### src/rtl/assert_macros.svh
// Assertion macros shared by the RTL files.
// Depends on nothing; the including module must have clk and rst_n.
`ifndef ASSERT_MACROS_SVH
`define ASSERT_MACROS_SVH
`ifndef SYNTH
// Same-cycle implication checked at every clock edge out of reset.
`define ASSERT_IMP(label, ante, cons, msg) \
    label: assert property (@(posedge clk) disable iff (!rst_n) (ante) |-> (cons)) \
        else $error(msg);
// Next-cycle implication checked at every clock edge out of reset.
`define ASSERT_NXT(label, ante, cons, msg) \
    label: assert property (@(posedge clk) disable iff (!rst_n) (ante) |=> (cons)) \
        else $error(msg);
`else
`define ASSERT_IMP(label, ante, cons, msg)
`define ASSERT_NXT(label, ante, cons, msg)
`endif
`endif

### src/rtl/jsv_pkg.sv
// Shared types, codes and tables of the JSON syntax validator.
// Depends on nothing; used by jsv_parser and json_syntax_validator.
package jsv_pkg;

    localparam int STACK_DEPTH_DEF = 128;
    localparam logic [7:0] MAX_DEPTH_RESET = 8'd128;

    // Event codes.
    localparam logic [3:0] EV_NONE      = 4'd0;
    localparam logic [3:0] EV_OBJ_OPEN  = 4'd1;
    localparam logic [3:0] EV_OBJ_CLOSE = 4'd2;
    localparam logic [3:0] EV_ARR_OPEN  = 4'd3;
    localparam logic [3:0] EV_ARR_CLOSE = 4'd4;
    localparam logic [3:0] EV_NAME      = 4'd5;
    localparam logic [3:0] EV_STRING    = 4'd6;
    localparam logic [3:0] EV_NUMBER    = 4'd7;
    localparam logic [3:0] EV_LIT_BASE  = 4'd8;
    localparam logic [3:0] EV_DOC_END   = 4'd11;

    // Error codes.
    localparam logic [4:0] ERR_NONE       = 5'd0;
    localparam logic [4:0] ERR_NOT_STRING = 5'd1;
    localparam logic [4:0] ERR_CTRL_CHAR  = 5'd2;
    localparam logic [4:0] ERR_UTF8       = 5'd3;
    localparam logic [4:0] ERR_UESC       = 5'd4;
    localparam logic [4:0] ERR_SURROGATE  = 5'd5;
    localparam logic [4:0] ERR_ESCAPE     = 5'd6;
    localparam logic [4:0] ERR_UNTERM_STR = 5'd7;
    localparam logic [4:0] ERR_NUMBER     = 5'd8;
    localparam logic [4:0] ERR_EOF_VALUE  = 5'd9;
    localparam logic [4:0] ERR_EXP_VALUE  = 5'd10;
    localparam logic [4:0] ERR_NUL_MORE   = 5'd11;
    localparam logic [4:0] ERR_TRAILING   = 5'd12;
    localparam logic [4:0] ERR_UNEXP_END  = 5'd13;
    localparam logic [4:0] ERR_OBJ_COMMA  = 5'd14;
    localparam logic [4:0] ERR_COLON      = 5'd15;
    localparam logic [4:0] ERR_ARR_COMMA  = 5'd16;
    localparam logic [4:0] ERR_DEPTH      = 5'd18;

    // One result word.
    typedef struct packed {
        logic       accepted;
        logic [7:0] nest_depth;
        logic [4:0] error_code;
        logic [3:0] event_res;
    } jsv_result_t;

    // Characters of true, false and null by selector and position.
    function automatic logic [7:0] lit_char(input logic [1:0] sel, input logic [2:0] pos);
        logic [7:0] ch;
        ch = 8'h00;
        case (sel)
            2'd0: case (pos)
                3'd0: ch = "t"; 3'd1: ch = "r"; 3'd2: ch = "u"; 3'd3: ch = "e";
                default: ch = 8'h00;
            endcase
            2'd1: case (pos)
                3'd0: ch = "f"; 3'd1: ch = "a"; 3'd2: ch = "l"; 3'd3: ch = "s";
                3'd4: ch = "e";
                default: ch = 8'h00;
            endcase
            2'd2: case (pos)
                3'd0: ch = "n"; 3'd1: ch = "u"; 3'd2: ch = "l"; 3'd3: ch = "l";
                default: ch = 8'h00;
            endcase
            default: ch = 8'h00;
        endcase
        return ch;
    endfunction

    function automatic logic [2:0] lit_len(input logic [1:0] sel);
        return (sel == 2'd1) ? 3'd5 : 3'd4;
    endfunction

    // Hex digit: bit 4 flags a valid digit, bits 3:0 hold its value.
    function automatic logic [4:0] hex_digit(input logic [7:0] c);
        logic [4:0] r;
        r = 5'd0;
        if (c >= "0" && c <= "9") r = {1'b1, 4'(c - "0")};
        else if (c >= "a" && c <= "f") r = {1'b1, 4'(c - "a" + 8'd10)};
        else if (c >= "A" && c <= "F") r = {1'b1, 4'(c - "A" + 8'd10)};
        return r;
    endfunction

endpackage

### src/rtl/jsv_ram.sv
// Generic single-port-write, single-port-read RAM with registered read.
// Depends on nothing.
module jsv_ram #(
    parameter int WIDTH = 1,
    parameter int DEPTH = 128,
    parameter int AW    = (DEPTH > 1) ? $clog2(DEPTH) : 1
) (
    input  logic             clk,
    input  logic             wr_en,
    input  logic [AW-1:0]    wr_addr,
    input  logic [WIDTH-1:0] wr_data,
    input  logic [AW-1:0]    rd_addr,
    output logic [WIDTH-1:0] rd_data
);

    logic [WIDTH-1:0] mem [DEPTH];

    // Write port and registered read port.
    always_ff @(posedge clk)
    begin
        if (wr_en)
        begin
            mem[wr_addr] <= wr_data;
        end
        rd_data <= mem[rd_addr];
    end

endmodule

### src/rtl/jsv_parser.sv
// Grammar state and one-byte step logic of the JSON syntax validator.
// Depends on jsv_pkg and jsv_ram.
module jsv_parser
    import jsv_pkg::*;
#(
    parameter int STACK_DEPTH = STACK_DEPTH_DEF
) (
    input  logic        clk,
    input  logic        rst_n,
    input  logic        step,
    input  logic [7:0]  byte_value,
    input  logic        last_byte,
    input  logic [7:0]  max_depth,
    output jsv_result_t res
);

    localparam int AW = (STACK_DEPTH > 1) ? $clog2(STACK_DEPTH) : 1;

    typedef enum logic [4:0] {
        M_VALUE, M_OBJ_FIRST, M_OBJ_NAME, M_COLON, M_ARR_FIRST, M_AFTER,
        M_STR, M_ESC, M_UHEX, M_SURR_BS, M_SURR_U, M_SURR_HEX, M_UTF8, M_LIT,
        M_NUM_MINUS, M_NUM_ZERO, M_NUM_INT, M_NUM_DOT, M_NUM_FRAC, M_NUM_E,
        M_NUM_ESIGN, M_NUM_EXP, M_DONE
    } mode_t;

    mode_t       mode_reg, mode_next;
    logic        name_reg, name_next;
    logic [7:0]  depth_reg, depth_next;
    logic [15:0] hex_reg, hex_next;
    logic [9:0]  hs_reg, hs_next;
    logic [2:0]  sub_reg, sub_next;
    logic [7:0]  lead_reg, lead_next;
    logic [4:0]  err_reg, err_next;
    logic        top_reg, top_next;
    logic        byp_reg, byp_data_reg;
    logic        push, pop, push_kind;
    logic        ram_wr_en, ram_rd_data, below;
    logic [AW-1:0] ram_wr_addr, ram_rd_addr;
    logic [3:0]  ev;
    logic        acc;

    // The top kind lives in a register; the RAM holds the entries below it.
    assign below       = byp_reg ? byp_data_reg : ram_rd_data;
    assign ram_wr_en   = step && push && (depth_reg != 8'd0);
    assign ram_wr_addr = AW'(depth_reg - 8'd1);
    assign ram_rd_addr = AW'((step ? depth_next : depth_reg) - 8'd2);

    jsv_ram #(.WIDTH(1), .DEPTH(STACK_DEPTH), .AW(AW)) u_stack (
        .clk     (clk),
        .wr_en   (ram_wr_en),
        .wr_addr (ram_wr_addr),
        .wr_data (top_reg),
        .rd_addr (ram_rd_addr),
        .rd_data (ram_rd_data)
    );

    // Step logic for one byte.
    always_comb
    begin
        logic       ws, dig, in_str, do_value, do_after, do_fin, nul, second, hex_pass;
        logic [4:0] fc, hd;
        logic [7:0] c, lo, hi;
        logic [1:0] sel;
        logic [2:0] pos;

        c = byte_value;
        ws = (c == 8'h20) || (c == 8'h09) || (c == 8'h0A) || (c == 8'h0D);
        dig = (c >= "0") && (c <= "9");
        in_str = (mode_reg >= M_STR) && (mode_reg <= M_UTF8);
        hd = hex_digit(c);
        mode_next = mode_reg;
        name_next = name_reg;
        depth_next = depth_reg;
        hex_next = hex_reg;
        hs_next = hs_reg;
        sub_next = sub_reg;
        lead_next = lead_reg;
        err_next = err_reg;
        top_next = top_reg;
        push = 1'b0;
        pop = 1'b0;
        push_kind = 1'b0;
        ev = EV_NONE;
        acc = 1'b0;
        do_value = 1'b0;
        do_after = 1'b0;
        do_fin = 1'b0;
        nul = 1'b0;
        second = 1'b0;
        hex_pass = 1'b0;
        fc = ERR_NONE;
        lo = 8'h80;
        hi = 8'hBF;
        sel = 2'd0;
        pos = 3'd0;

        if (mode_reg != M_DONE && c == 8'h00 && !in_str)
        begin
            do_fin = 1'b1;
            nul = 1'b1;
        end
        else if (mode_reg != M_DONE)
        begin
            // Main per-mode handling.
            case (mode_reg)
                M_VALUE: do_value = 1'b1;
                M_OBJ_FIRST:
                    if (!ws)
                    begin
                        if (c == "}") pop = 1'b1;
                        else if (c == "\"") begin name_next = 1'b1; ev = EV_NAME;
                            mode_next = M_STR; end
                        else fc = ERR_NOT_STRING;
                    end
                M_OBJ_NAME:
                    if (!ws)
                    begin
                        if (c == "\"") begin name_next = 1'b1; ev = EV_NAME;
                            mode_next = M_STR; end
                        else fc = ERR_NOT_STRING;
                    end
                M_COLON:
                    if (!ws)
                    begin
                        if (c == ":") mode_next = M_VALUE;
                        else fc = ERR_COLON;
                    end
                M_ARR_FIRST:
                    if (c == "]") pop = 1'b1;
                    else do_value = 1'b1;
                M_AFTER: do_after = 1'b1;
                M_STR:
                    if (c < 8'h20) fc = ERR_CTRL_CHAR;
                    else if (c == "\"") mode_next = name_reg ? M_COLON : M_AFTER;
                    else if (c == "\\") mode_next = M_ESC;
                    else if (c >= 8'h80)
                    begin
                        if (c >= 8'hC2 && c <= 8'hDF) sub_next = 3'd1;
                        else if (c >= 8'hE0 && c <= 8'hEF) sub_next = 3'd2;
                        else if (c >= 8'hF0 && c <= 8'hF4) sub_next = 3'd3;
                        else fc = ERR_UTF8;
                        if (fc == ERR_NONE)
                        begin
                            lead_next = c;
                            mode_next = M_UTF8;
                        end
                    end
                M_ESC:
                    if (c == "\"" || c == "\\" || c == "/" || c == "b" || c == "f" ||
                        c == "n" || c == "r" || c == "t") mode_next = M_STR;
                    else if (c == "u")
                    begin
                        hex_next = 16'd0;
                        sub_next = 3'd0;
                        mode_next = M_UHEX;
                    end
                    else fc = ERR_ESCAPE;
                M_UHEX: hex_pass = 1'b1;
                M_SURR_BS:
                    if (c == "\\") mode_next = M_SURR_U;
                    else fc = ERR_SURROGATE;
                M_SURR_U:
                    if (c == "u")
                    begin
                        hex_next = 16'd0;
                        sub_next = 3'd0;
                        mode_next = M_SURR_HEX;
                    end
                    else fc = ERR_SURROGATE;
                M_SURR_HEX:
                begin
                    hex_pass = 1'b1;
                    second = 1'b1;
                end
                M_UTF8:
                begin
                    if (lead_reg == 8'hE0) lo = 8'hA0;
                    if (lead_reg == 8'hED) hi = 8'h9F;
                    if (lead_reg == 8'hF0) lo = 8'h90;
                    if (lead_reg == 8'hF4) hi = 8'h8F;
                    if (c < lo || c > hi) fc = ERR_UTF8;
                    else
                    begin
                        lead_next = 8'd0;
                        sub_next = sub_reg - 3'd1;
                        if (sub_reg == 3'd1) mode_next = M_STR;
                    end
                end
                M_LIT:
                begin
                    sel = (lead_reg < 8'd3) ? lead_reg[1:0] : 2'd0;
                    pos = (sub_reg < 3'd5) ? sub_reg : 3'd5;
                    if (c != lit_char(sel, pos)) fc = ERR_EXP_VALUE;
                    else
                    begin
                        sub_next = sub_reg + 3'd1;
                        if ((sub_reg + 3'd1) >= lit_len(sel)) mode_next = M_AFTER;
                    end
                end
                M_NUM_MINUS:
                    if (c == "0") mode_next = M_NUM_ZERO;
                    else if (c >= "1" && c <= "9") mode_next = M_NUM_INT;
                    else fc = ERR_NUMBER;
                M_NUM_ZERO, M_NUM_INT:
                    if (mode_reg == M_NUM_INT && dig) mode_next = M_NUM_INT;
                    else if (c == ".") mode_next = M_NUM_DOT;
                    else if (c == "e" || c == "E") mode_next = M_NUM_E;
                    else do_after = 1'b1;
                M_NUM_DOT:
                    if (dig) mode_next = M_NUM_FRAC;
                    else fc = (depth_reg == 8'd0) ? ERR_TRAILING :
                              (top_reg ? ERR_ARR_COMMA : ERR_OBJ_COMMA);
                M_NUM_FRAC:
                    if (c == "e" || c == "E") mode_next = M_NUM_E;
                    else if (!dig) do_after = 1'b1;
                M_NUM_E:
                    if (dig) mode_next = M_NUM_EXP;
                    else if (c == "+" || c == "-") mode_next = M_NUM_ESIGN;
                    else fc = (depth_reg == 8'd0) ? ERR_TRAILING :
                              (top_reg ? ERR_ARR_COMMA : ERR_OBJ_COMMA);
                M_NUM_ESIGN:
                    if (dig) mode_next = M_NUM_EXP;
                    else fc = (depth_reg == 8'd0) ? ERR_TRAILING :
                              (top_reg ? ERR_ARR_COMMA : ERR_OBJ_COMMA);
                M_NUM_EXP:
                    if (!dig) do_after = 1'b1;
                default: mode_next = mode_reg;
            endcase

            // Four-digit \u escape, first or second half of a pair.
            if (hex_pass)
            begin
                if (!hd[4]) fc = second ? ERR_SURROGATE : ERR_UESC;
                else
                begin
                    hex_next = {hex_reg[11:0], hd[3:0]};
                    sub_next = sub_reg + 3'd1;
                    if (sub_reg == 3'd3)
                    begin
                        if (second)
                        begin
                            if (hex_next >= 16'hDC00 && hex_next <= 16'hDFFF)
                                mode_next = M_STR;
                            else fc = ERR_SURROGATE;
                        end
                        else if (hex_next >= 16'hD800 && hex_next <= 16'hDBFF)
                        begin
                            hs_next = hex_next[9:0];
                            mode_next = M_SURR_BS;
                        end
                        else if (hex_next >= 16'hDC00 && hex_next <= 16'hDFFF)
                            fc = ERR_SURROGATE;
                        else mode_next = M_STR;
                    end
                end
            end

            // Start of a value.
            if (do_value && !ws)
            begin
                if (c == "\"") begin name_next = 1'b0; ev = EV_STRING; mode_next = M_STR; end
                else if (c == "-") begin ev = EV_NUMBER; mode_next = M_NUM_MINUS; end
                else if (c == "0") begin ev = EV_NUMBER; mode_next = M_NUM_ZERO; end
                else if (c >= "1" && c <= "9") begin ev = EV_NUMBER; mode_next = M_NUM_INT; end
                else if (c == "t" || c == "f" || c == "n")
                begin
                    sel = (c == "t") ? 2'd0 : ((c == "f") ? 2'd1 : 2'd2);
                    lead_next = {6'd0, sel};
                    sub_next = 3'd1;
                    ev = EV_LIT_BASE + {2'd0, sel};
                    mode_next = M_LIT;
                end
                else if (c == "{" || c == "[")
                begin
                    if (depth_reg >= max_depth || int'(depth_reg) >= STACK_DEPTH)
                        fc = ERR_DEPTH;
                    else
                    begin
                        push = 1'b1;
                        push_kind = (c == "[");
                        depth_next = depth_reg + 8'd1;
                        ev = push_kind ? EV_ARR_OPEN : EV_OBJ_OPEN;
                        mode_next = push_kind ? M_ARR_FIRST : M_OBJ_FIRST;
                    end
                end
                else fc = ERR_EXP_VALUE;
            end

            // Byte after a complete value.
            if (do_after)
            begin
                mode_next = M_AFTER;
                if (!ws)
                begin
                    if (depth_reg == 8'd0) fc = ERR_TRAILING;
                    else if (top_reg)
                    begin
                        if (c == "]") pop = 1'b1;
                        else if (c == ",") mode_next = M_VALUE;
                        else fc = ERR_ARR_COMMA;
                    end
                    else
                    begin
                        if (c == "}") pop = 1'b1;
                        else if (c == ",") mode_next = M_OBJ_NAME;
                        else fc = ERR_OBJ_COMMA;
                    end
                end
            end

            // Close of the innermost object or array.
            if (pop)
            begin
                ev = top_reg ? EV_ARR_CLOSE : EV_OBJ_CLOSE;
                if (depth_reg != 8'd0) depth_next = depth_reg - 8'd1;
                mode_next = M_AFTER;
            end

            if (fc != ERR_NONE)
            begin
                if (err_next == ERR_NONE) err_next = fc;
                mode_next = M_DONE;
            end
            do_fin = last_byte && (mode_next != M_DONE);
        end

        // End of the document.
        if (do_fin)
        begin
            fc = ERR_NONE;
            case (mode_next)
                M_VALUE: fc = ERR_EOF_VALUE;
                M_OBJ_FIRST, M_ARR_FIRST: fc = ERR_UNEXP_END;
                M_OBJ_NAME: fc = ERR_NOT_STRING;
                M_COLON: fc = ERR_COLON;
                M_NUM_ZERO, M_NUM_INT, M_NUM_FRAC, M_NUM_EXP, M_AFTER:
                    if (depth_next != 8'd0) fc = ERR_UNEXP_END;
                    else if (nul && !last_byte) fc = ERR_NUL_MORE;
                    else
                    begin
                        acc = 1'b1;
                        mode_next = M_DONE;
                    end
                M_STR, M_ESC: fc = ERR_UNTERM_STR;
                M_UHEX: fc = ERR_UESC;
                M_SURR_BS, M_SURR_U, M_SURR_HEX: fc = ERR_SURROGATE;
                M_UTF8: fc = ERR_UTF8;
                M_LIT: fc = ERR_EXP_VALUE;
                M_NUM_MINUS: fc = ERR_NUMBER;
                M_NUM_DOT, M_NUM_E, M_NUM_ESIGN:
                    fc = (depth_next == 8'd0) ? ERR_TRAILING :
                         (top_reg ? ERR_ARR_COMMA : ERR_OBJ_COMMA);
                default: fc = ERR_NONE;
            endcase
            if (fc != ERR_NONE)
            begin
                if (err_next == ERR_NONE) err_next = fc;
                mode_next = M_DONE;
            end
        end

        top_next = push ? push_kind : (pop ? below : top_reg);

        res.accepted   = acc;
        res.nest_depth = depth_next;
        res.error_code = err_next;
        res.event_res  = acc ? EV_DOC_END : ((err_next != ERR_NONE) ? EV_NONE : ev);
    end

    // Parse state, updated on every accepted byte.
    always_ff @(posedge clk or negedge rst_n)
    begin
        if (!rst_n)
        begin
            mode_reg     <= M_VALUE;
            name_reg     <= 1'b0;
            depth_reg    <= 8'd0;
            hex_reg      <= 16'd0;
            hs_reg       <= 10'd0;
            sub_reg      <= 3'd0;
            lead_reg     <= 8'd0;
            err_reg      <= ERR_NONE;
            top_reg      <= 1'b0;
            byp_reg      <= 1'b0;
            byp_data_reg <= 1'b0;
        end
        else
        begin
            byp_reg      <= ram_wr_en && (ram_wr_addr == ram_rd_addr);
            byp_data_reg <= top_reg;
            if (step)
            begin
                mode_reg  <= mode_next;
                name_reg  <= name_next;
                depth_reg <= depth_next;
                hex_reg   <= hex_next;
                hs_reg    <= hs_next;
                sub_reg   <= sub_next;
                lead_reg  <= lead_next;
                err_reg   <= err_next;
                top_reg   <= top_next;
            end
        end
    end

endmodule

### src/rtl/json_syntax_validator.sv
// Top level of the JSON syntax validator: config register and result queue.
// Depends on jsv_pkg, jsv_parser, jsv_ram and assert_macros.svh.
//
// Channel   Direction  Word
// s_*       in         tdata[7:0] byte_value, tlast last_byte
// m_*       out        tdata: event_res, error_code, nest_depth, accepted
// cfg_*     in         max_depth, written whenever cfg_wen is high
//
// One byte per clock while s_tready is high: each byte is checked by the parse step in the cycle it
// is taken, and its result word is registered into the result queue.
// A two-word result queue decouples the sides; s_tready drops only when both
// words wait. Reset clears the parse state and the queue; the nesting stack
// RAM needs no clearing.
`include "assert_macros.svh"
module json_syntax_validator
    import jsv_pkg::*;
#(
    parameter int STACK_DEPTH = STACK_DEPTH_DEF
) (
    input  logic        clk,
    input  logic        rst_n,
    input  logic        s_tvalid,
    output logic        s_tready,
    input  logic [7:0]  s_tdata,   // [7:0] byte_value
    input  logic        s_tlast,   // last_byte
    output logic        m_tvalid,
    input  logic        m_tready,
    output logic [23:0] m_tdata,   // [3:0] event_res, [8:4] error_code,
                                   // [16:9] nest_depth, [17] accepted, rest 0
    input  logic        cfg_wen,
    input  logic [7:0]  cfg_wdata  // max_depth
);

    logic [7:0]  max_depth_reg;
    logic [1:0]  count_reg, count_next;
    jsv_result_t slot0_reg, slot1_reg, res;
    logic        take_in, take_out;

    assign s_tready = (count_reg != 2'd2);
    assign take_in  = s_tvalid && s_tready;
    assign take_out = m_tvalid && m_tready;
    assign m_tvalid = (count_reg != 2'd0);
    assign m_tdata  = {6'd0, slot0_reg};
    assign count_next = count_reg + {1'b0, take_in} - {1'b0, take_out};

    jsv_parser #(.STACK_DEPTH(STACK_DEPTH)) u_parser (
        .clk        (clk),
        .rst_n      (rst_n),
        .step       (take_in),
        .byte_value (s_tdata),
        .last_byte  (s_tlast),
        .max_depth  (max_depth_reg),
        .res        (res)
    );

    // Configuration register.
    always_ff @(posedge clk or negedge rst_n)
    begin
        if (!rst_n)
        begin
            max_depth_reg <= MAX_DEPTH_RESET;
        end
        else if (cfg_wen)
        begin
            max_depth_reg <= cfg_wdata;
        end
    end

    // Two-word result queue; slot0 is the head.
    always_ff @(posedge clk or negedge rst_n)
    begin
        if (!rst_n)
        begin
            count_reg <= 2'd0;
        end
        else
        begin
            count_reg <= count_next;
        end
    end

    always_ff @(posedge clk)
    begin
        if (take_out)
        begin
            slot0_reg <= (count_reg == 2'd2) ? slot1_reg : res;
            if (take_in && count_reg == 2'd2)
            begin
                slot1_reg <= res;
            end
        end
        else if (take_in)
        begin
            if (count_reg == 2'd0) slot0_reg <= res;
            else slot1_reg <= res;
        end
    end

    // Checks.
    `ASSERT_IMP(a_full_stalls, count_reg == 2'd2, !s_tready, "queue full but input ready")
    `ASSERT_IMP(a_accept_event, m_tvalid && m_tdata[17], m_tdata[3:0] == EV_DOC_END,
        "accepted word without document end event")
    `ASSERT_IMP(a_error_quiet, m_tvalid && (m_tdata[8:4] != ERR_NONE),
        (m_tdata[3:0] == EV_NONE) && !m_tdata[17], "error word carries an event")
    `ASSERT_NXT(a_queue_fill, take_in && !take_out && count_reg != 2'd2,
        count_reg == $past(count_reg) + 2'd1, "queue count lost a word")

endmodule

### config.mk
export PLATFORM = sky130hd
export DESIGN_NAME = json_syntax_validator
export DESIGN_NICKNAME = d
export VERILOG_FILES = /design/src/rtl/jsv_pkg.sv /design/src/rtl/jsv_ram.sv /design/src/rtl/jsv_parser.sv /design/src/rtl/json_syntax_validator.sv
export VERILOG_INCLUDE_DIRS = /design/src /design/src/rtl
export SDC_FILE = /design/constraint.sdc
export NUM_CORES = 1
export LEC_CHECK = 0
export BUFFER_PORTS_ARGS = -buffer_cell sky130_fd_sc_hd__buf_4
export CAP_MARGIN = 15
export CORE_MARGIN = 8
export CORE_UTILIZATION = 60
export DETAILED_ROUTE_END_ITERATION = 7
export PLACE_DENSITY = 0.82
export SYNTH_ARGS = -nofsm -noshare
export SYNTH_HDL_FRONTEND = slang
export SYNTH_HIERARCHICAL = 1
export SYNTH_SLANG_ARGS = --single-unit
### constraint.sdc
create_clock -name clk -period 14.88 [get_ports clk]
set_input_delay 1.488 -clock clk [delete_from_list [all_inputs] [get_ports clk]]
set_output_delay 1.488 -clock clk [all_outputs]
set_load 0.05 [all_outputs]
==> flow_summary.toml, run 1 <==
[pwr]
ir_drop_uv = 121.6
netSwitchingPower_uw = 1027
clockPowerShare_pct = 23.4
swShare_pct = 41.59
seq_power_share_pct = 31.6
total_power_uw = 2470
p_per_area_nw_per_um2 = 161.1
p_comb_share_pct = 45.0
p_leak_uw = 0.005188
internal_power_uw = 1443

[floorplan]
core_um2 = 23190
die_y_um = 168.8
die_area_um2 = 28500
start_util_pct = 60.42
rows = 56
die_w_um = 168.8
io_pins = 48

[worst_setup_path]
cp_data_arrival_time_ns = 7.02
cp_max_fo = 31
crit_chain = "buf_4 -> inv_1 -> ha_1 -> o21bai_1 -> a2111oi_2 -> or4_4 -> a21oi_1 -> nor2_1 -> a211oi_1 -> a21oi_1 -> mux2i_4 -> buf_4 -> ha_1 -> inv_1 -> buf_16 -> mux4_2 -> mux4_2 -> a32oi_1 -> nand4_1"
critical_path_class = "in2reg"
startpoint_type = "primary input"
critical_path.slowest_cell = "or4_4"
cp.required_ns = 15.29
slowest_delay_ns = 0.55
endpoint_kind = "flip-flop"

[yosys]
synth.avg_cell_area_um2 = 10.40
synth_seq_cells = 220
seq_area_frac_synth_pct = 45.12
yosysTopAreaCellShare_pct = 35.15
synth.most_common_cell = "nor2_1"
postSynthCellCount = 1347
netlist_area_um2 = 14010
synth_ff_type = "edfxtp_1"
synth_cell_type_count = 118
synth_edf_count = 164
async_flop_share_pct = 25.00
synth_area_leaders = "edfxtp_1 (35%), dfrtp_1 (9.6%), nor2_1 (5.5%)"
synthTopCellsByCount = "nor2_1 (205), edfxtp_1 (164), nand2_1 (111)"
synth_top_area_cell = "edfxtp_1"
yosys_warnings = 6

[routing]
wl_per_cell_um = 23.49
ant_nets = 0
vias = 11581
vias_per_cell = 6.824
drcViolationCount = 0
wl_um = 39860
drt_pass1_iterations = 7
initialDrtViolationCount = 1319

[layout]
final_cell_area_um2 = 15330
largest_reg_flops = 128
drive_gt1_share_pct = 15.02
nNetsFinal = 1411
areaGrowthSynthToFinish_pct = 9.394
diodes = 0

[grt]
grt_pass1_vias = 11193
antenna_found_initial = 0
grt-ovfl-total = 0
groute.usage.overall_pct = 27.48
grt_max_degree = 139
grt_pass1_wl_um = 62070

[clock_tree]
post_cts_resized = 0
numCtsBuffers = 24
cts.htree.levels = 1
cts_post_setup_buffers_inserted = 0
clkTransAtPathRegs_ns = 0.06
cts_buffer_depth = 3
cts.sinks = 220
root_buffer = "clkbuf_16"
cts_tree = "done"
clk_latency_ns = 0.54
ctsHoldBuffers = 0

[worst_hold_path]
hold_path_class = "reg2reg"

[timing]
setup_viol = 0
hold_viol = 0
max_freq_ghz = 0.1514
fin_skew_ns = 0.01765
worst_pin_slew_ns = 1.123
rsz0062_at_grt = "false"
fin_crit_ns = 6.607
finalMaxSlewViolations = 0
fin_tns_setup_ns = 0
slew_headroom_pct = 24.90
finalCritPeriodShare_pct = 44.40

[run_status]
status = "completed"

[placement]
place_congestion = 0.9900
placed_cell_area_um2 = 14510
port_buffers = 41
hpwl_um = 27270

[job]
max_cap_viol_count = 0
==> layout by cell type (no fill, tap or decap), types with 15 or more instances in the layout <==
master     count
nor2b_1       22
nand2_1      111
nor3_1        36
nand4_1       15
a211oi_1      15
dfrtp_1       53
a22o_1        19
mux2_2        19
o21ai_0       41
a21oi_1       40
buf_4         57
ha_1          26
inv_1         42
nand2b_1      16
a31oi_1       17
nand3_1       52
clkbuf_16     24
xnor2_1       19
and2_1        16
mux4_2        26
edfxtp_1     164
nor2_1       205
==> power groups by stage <==
stage	clock network [uW]	logic [uW]	registers, uW
6_report	578	1110	781
5_1_grt	613	1180	789
4_1_cts	590	1080	780
3_5_place_dp	0	1070	792
3_3_place_gp	0	1050	789
2_1_floorplan	0	771	815
==> cell type report <==
type,count,area (um2)
multi-input combinational,1014,7187
tap,319,399.1
fill,1800,7864
inverter,44,165.2
clock buffer,28,625.6
clock inverter,13,142.6
sequential,220,6326
timing repair buffer,59,483.0
==> cells by family after synthesis <==
logic type	after synthesis	synth area share (%)
other cells	1	0.02676
compound gates	296	16.47
mux	75	9.019
flops	220	45.12
fa+ha+maj	26	2.322
simple gates	582	21.31
buf+inv	118	3.911
xor+xnor	29	1.813
==> path summary, 6_finish.rpt <==
path | start | end | slack (ns) | cells after the start
max | s_tdata[1] | u_parser/u_stack/rd_data | 8.27 | 19
min | u_parser/hex_reg[2] | u_parser/hex_reg[6] | 0.50 | 1
max reg2reg | u_parser/mode_reg[4] | u_parser/u_stack/rd_data | 8.79 | 16
min reg2reg | u_parser/hex_reg[2] | u_parser/hex_reg[6] | 0.50 | 1
max in group asynchronous | rst_n | u_parser/top_reg | 13.26 | 1
min in group asynchronous | rst_n | u_parser/lead_reg[5] | 1.01 | 1
==> worst max-delay path: cells and delay by family <==
| family | cells | cell delay (ns) |
|---|---|---|
| buf+inv | 5 | 1.30 |
| compound gates | 6 | 1.71 |
| mux | 3 | 0.99 |
| simple gates | 3 | 0.85 |
| fa+ha+maj | 2 | 0.63 |
==> through the flow <==
stage                     util [%]  setup WS, ns  std cells  hold slack, ns
after global routing         66.09         7.994       1697          0.5226
after CTS                    65.86         7.984       1695          0.5029
after floorplan                  -         9.155       1352          0.4663
after detailed placement     62.54         7.437       1654          0.4846
final                        66.09         8.273       1697          0.5004
after global placement       62.54         7.649       1654          0.4849
==> routing by layer <==
layer | GRT usage (%) | part of all wire, %
met2 | 46.54 | 49
met3 | 4.985 | 8.7
met5 | 0 | 0
met1 | 34.56 | 39
met4 | 10.68 | 3.8
(Power assumes the default switching activity.)
==> inputs of run 2 (changes only) <==
CORE_UTILIZATION = 57   (was 60)
clock period = 5.9 ns   (was 14.88 ns; I/O delays follow)
==> run 2 against run 1 <==
Register-to-register slack worse by 8.5 ns. Global-route usage down 1.0 points. Via count up 1.6%. Routed wire length up 3.0%. Clock skew down 0.0088 ns. Critical path type is now reg2reg. Non-clock buffer count up 56. Clock power rose to 2.7 times the previous value. Total power rose to 2.6 times the previous value.
==> flow_summary.toml, run 2 (synthesis gave the netlist of run 1 again) <==
[run_status]
status = "completed"

[worst_setup_path]
cp_data_arrival_time_ns = 5.96
critical_path.slowest_cell = "or4_1"
startpoint_type = "flip-flop"
slowest_delay_ns = 0.49
critical_path_class = "reg2reg"
cp.required_ns = 6.30
cp_max_fo = 12
crit_chain = "or2_2 -> or4_1 -> ha_1 -> o211ai_1 -> a211oi_4 -> o21a_1 -> o311ai_0 -> nor4_2 -> nand4b_4 -> a2bb2oi_1 -> a211oi_1 -> nor2_1 -> o31a_1 -> o31ai_1 -> nand3_1 -> o41ai_1 -> mux2_2"
endpoint_kind = "flip-flop"

[clock_tree]
post_cts_resized = 0
cts.htree.levels = 1
cts_tree = "done"
ctsHoldBuffers = 0
cts.sinks = 220
clkTransAtPathRegs_ns = 0.07
cts_post_setup_buffers_inserted = 0
root_buffer = "clkbuf_16"
numCtsBuffers = 24
cts_buffer_depth = 3
clk_latency_ns = 0.52

[pwr]
p_leak_uw = 0.005489
p_per_area_nw_per_um2 = 413.3
seq_power_share_pct = 29.9
ir_drop_uv = 444.3
internal_power_uw = 3906
swShare_pct = 40.22
p_comb_share_pct = 45.9
netSwitchingPower_uw = 2628
clockPowerShare_pct = 24.2

[layout]
final_cells = 1761
mostFrequentLayoutCell = "nor2_1"
final_cell_mix = "nor2_1 (205), edfxtp_1 (164), buf_4 (114)"
diodes = 0
fill_cells = 1904
drive_gt1_share_pct = 18.44
areaGrowthSynthToFinish_pct = 12.82
nNetsFinal = 1467
final_util_pct = 65.20
largest_reg_flops = 128

[placement]
port_buffers = 41
hpwl_um = 28960
post-place-ws_ns = 0.2675
place_congestion = 0.9884
dp.cells = 1716

[grt]
antenna_found_initial = 0
groute.usage.overall_pct = 26.48
grt_max_degree = 140
grt_pass1_wl_um = 64070
grt-ovfl-total = 0
grt_pass1_vias = 11331

[timing]
fin_crit_ns = 5.563
finalCritPeriodShare_pct = 94.29
rsz0062_at_grt = "false"
finalMaxSlewViolations = 0
hold_viol = 0
fin_skew_ns = 0.008824
slew_headroom_pct = 30.85
fin_tns_setup_ns = 0
worst_pin_slew_ns = 1.034
max_freq_ghz = 0.1798
setup_viol = 0
worst_slack_ns = 0.3367

[worst_hold_path]
hold_path_class = "in2async"

[floorplan]
io_pins = 48
die_area_um2 = 29860
start_util_pct = 57.79
die_y_um = 172.8
die_w_um = 172.8
rows = 57
core_um2 = 24250

[job]
max_cap_viol_count = 0

[routing]
vias = 11769
ant_nets = 0
drcViolationCount = 0
drt_pass1_iterations = 7
vias_per_cell = 6.683
initialDrtViolationCount = 1470
wl_um = 41040
wl_per_cell_um = 23.30
run 2: cell count changes in the layout (fill, tap and decap cells not counted), sizes merged:
cell	previous run	this run
buf	59	115
bufinv	2	5
clkinvlp	1	0
inv	42	43
run 2: layer usage:
layer	track usage (%)	wire (um)	share of wire (%)
met5	0	0	0
met4	11.61	1909	4.7
met3	4.139	3229	7.9
met2	44.23	19720	48
met1	33.74	16170	39
run 2: path summary, 6_finish.rpt:
kind	end	depth (start not counted)	slack, ns	startpoint
max	m_tdata[3]	17	0.34	u_parser/lead_reg[4]
min	max_depth_reg[6]	1	0.15	rst_n
max reg2reg	m_tdata[3]	17	0.34	u_parser/lead_reg[4]
min reg2reg	u_parser/hex_reg[8]	1	0.51	u_parser/hex_reg[4]
max in group asynchronous	u_parser/top_reg	1	5.15	rst_n
min in group clk	max_depth_reg[2]	2	0.30	cfg_wdata[2]
run 2: cell type report:
class | instances | area, um2 | area share, %
multi-input combinational | 1014 | 7188 | 45.47
clock inverter | 16 | 225.2 | 1.425
inverter | 44 | 165.2 | 1.045
sequential | 220 | 6326 | 40.02
clock buffer | 28 | 615.6 | 3.894
tap | 324 | 405.4 | 2.564
timing repair buffer | 115 | 883.3 | 5.588
run 2: power by group through the flow:
stage | Combinational (uW) | Clock, uW | Sequential [uW]
4_1_cts | 2950 | 1600 | 1950
5_1_grt | 3220 | 1660 | 1970
2_1_floorplan | 1940 | 0 | 2060
6_report | 3000 | 1580 | 1960
3_5_place_dp | 2920 | 0 | 1980
3_3_place_gp | 2910 | 0 | 1970
run 2: critical path, delay by kind of cell, from the launching register on:
| family | cells | cell delay [ns] |
|---|---|---|
| AOI/OAI and AO/OA | 9 | 2.63 |
| and+or+nand+nor | 6 | 1.84 |
| DFF | 1 | 0.44 |
| adders and majority gates | 1 | 0.29 |
| muxes | 1 | 0.24 |
run 2: stage by stage:
step	power (uW)	hold WS (ns)	area (um2)
final	6535	0.1453	15810
after global routing	6848	0.2052	15810
after CTS	6499	0.1657	15770
after detailed placement	4904	0.4965	14930
after global placement	4888	0.4791	14930
after floorplan	4000	0.2944	14030
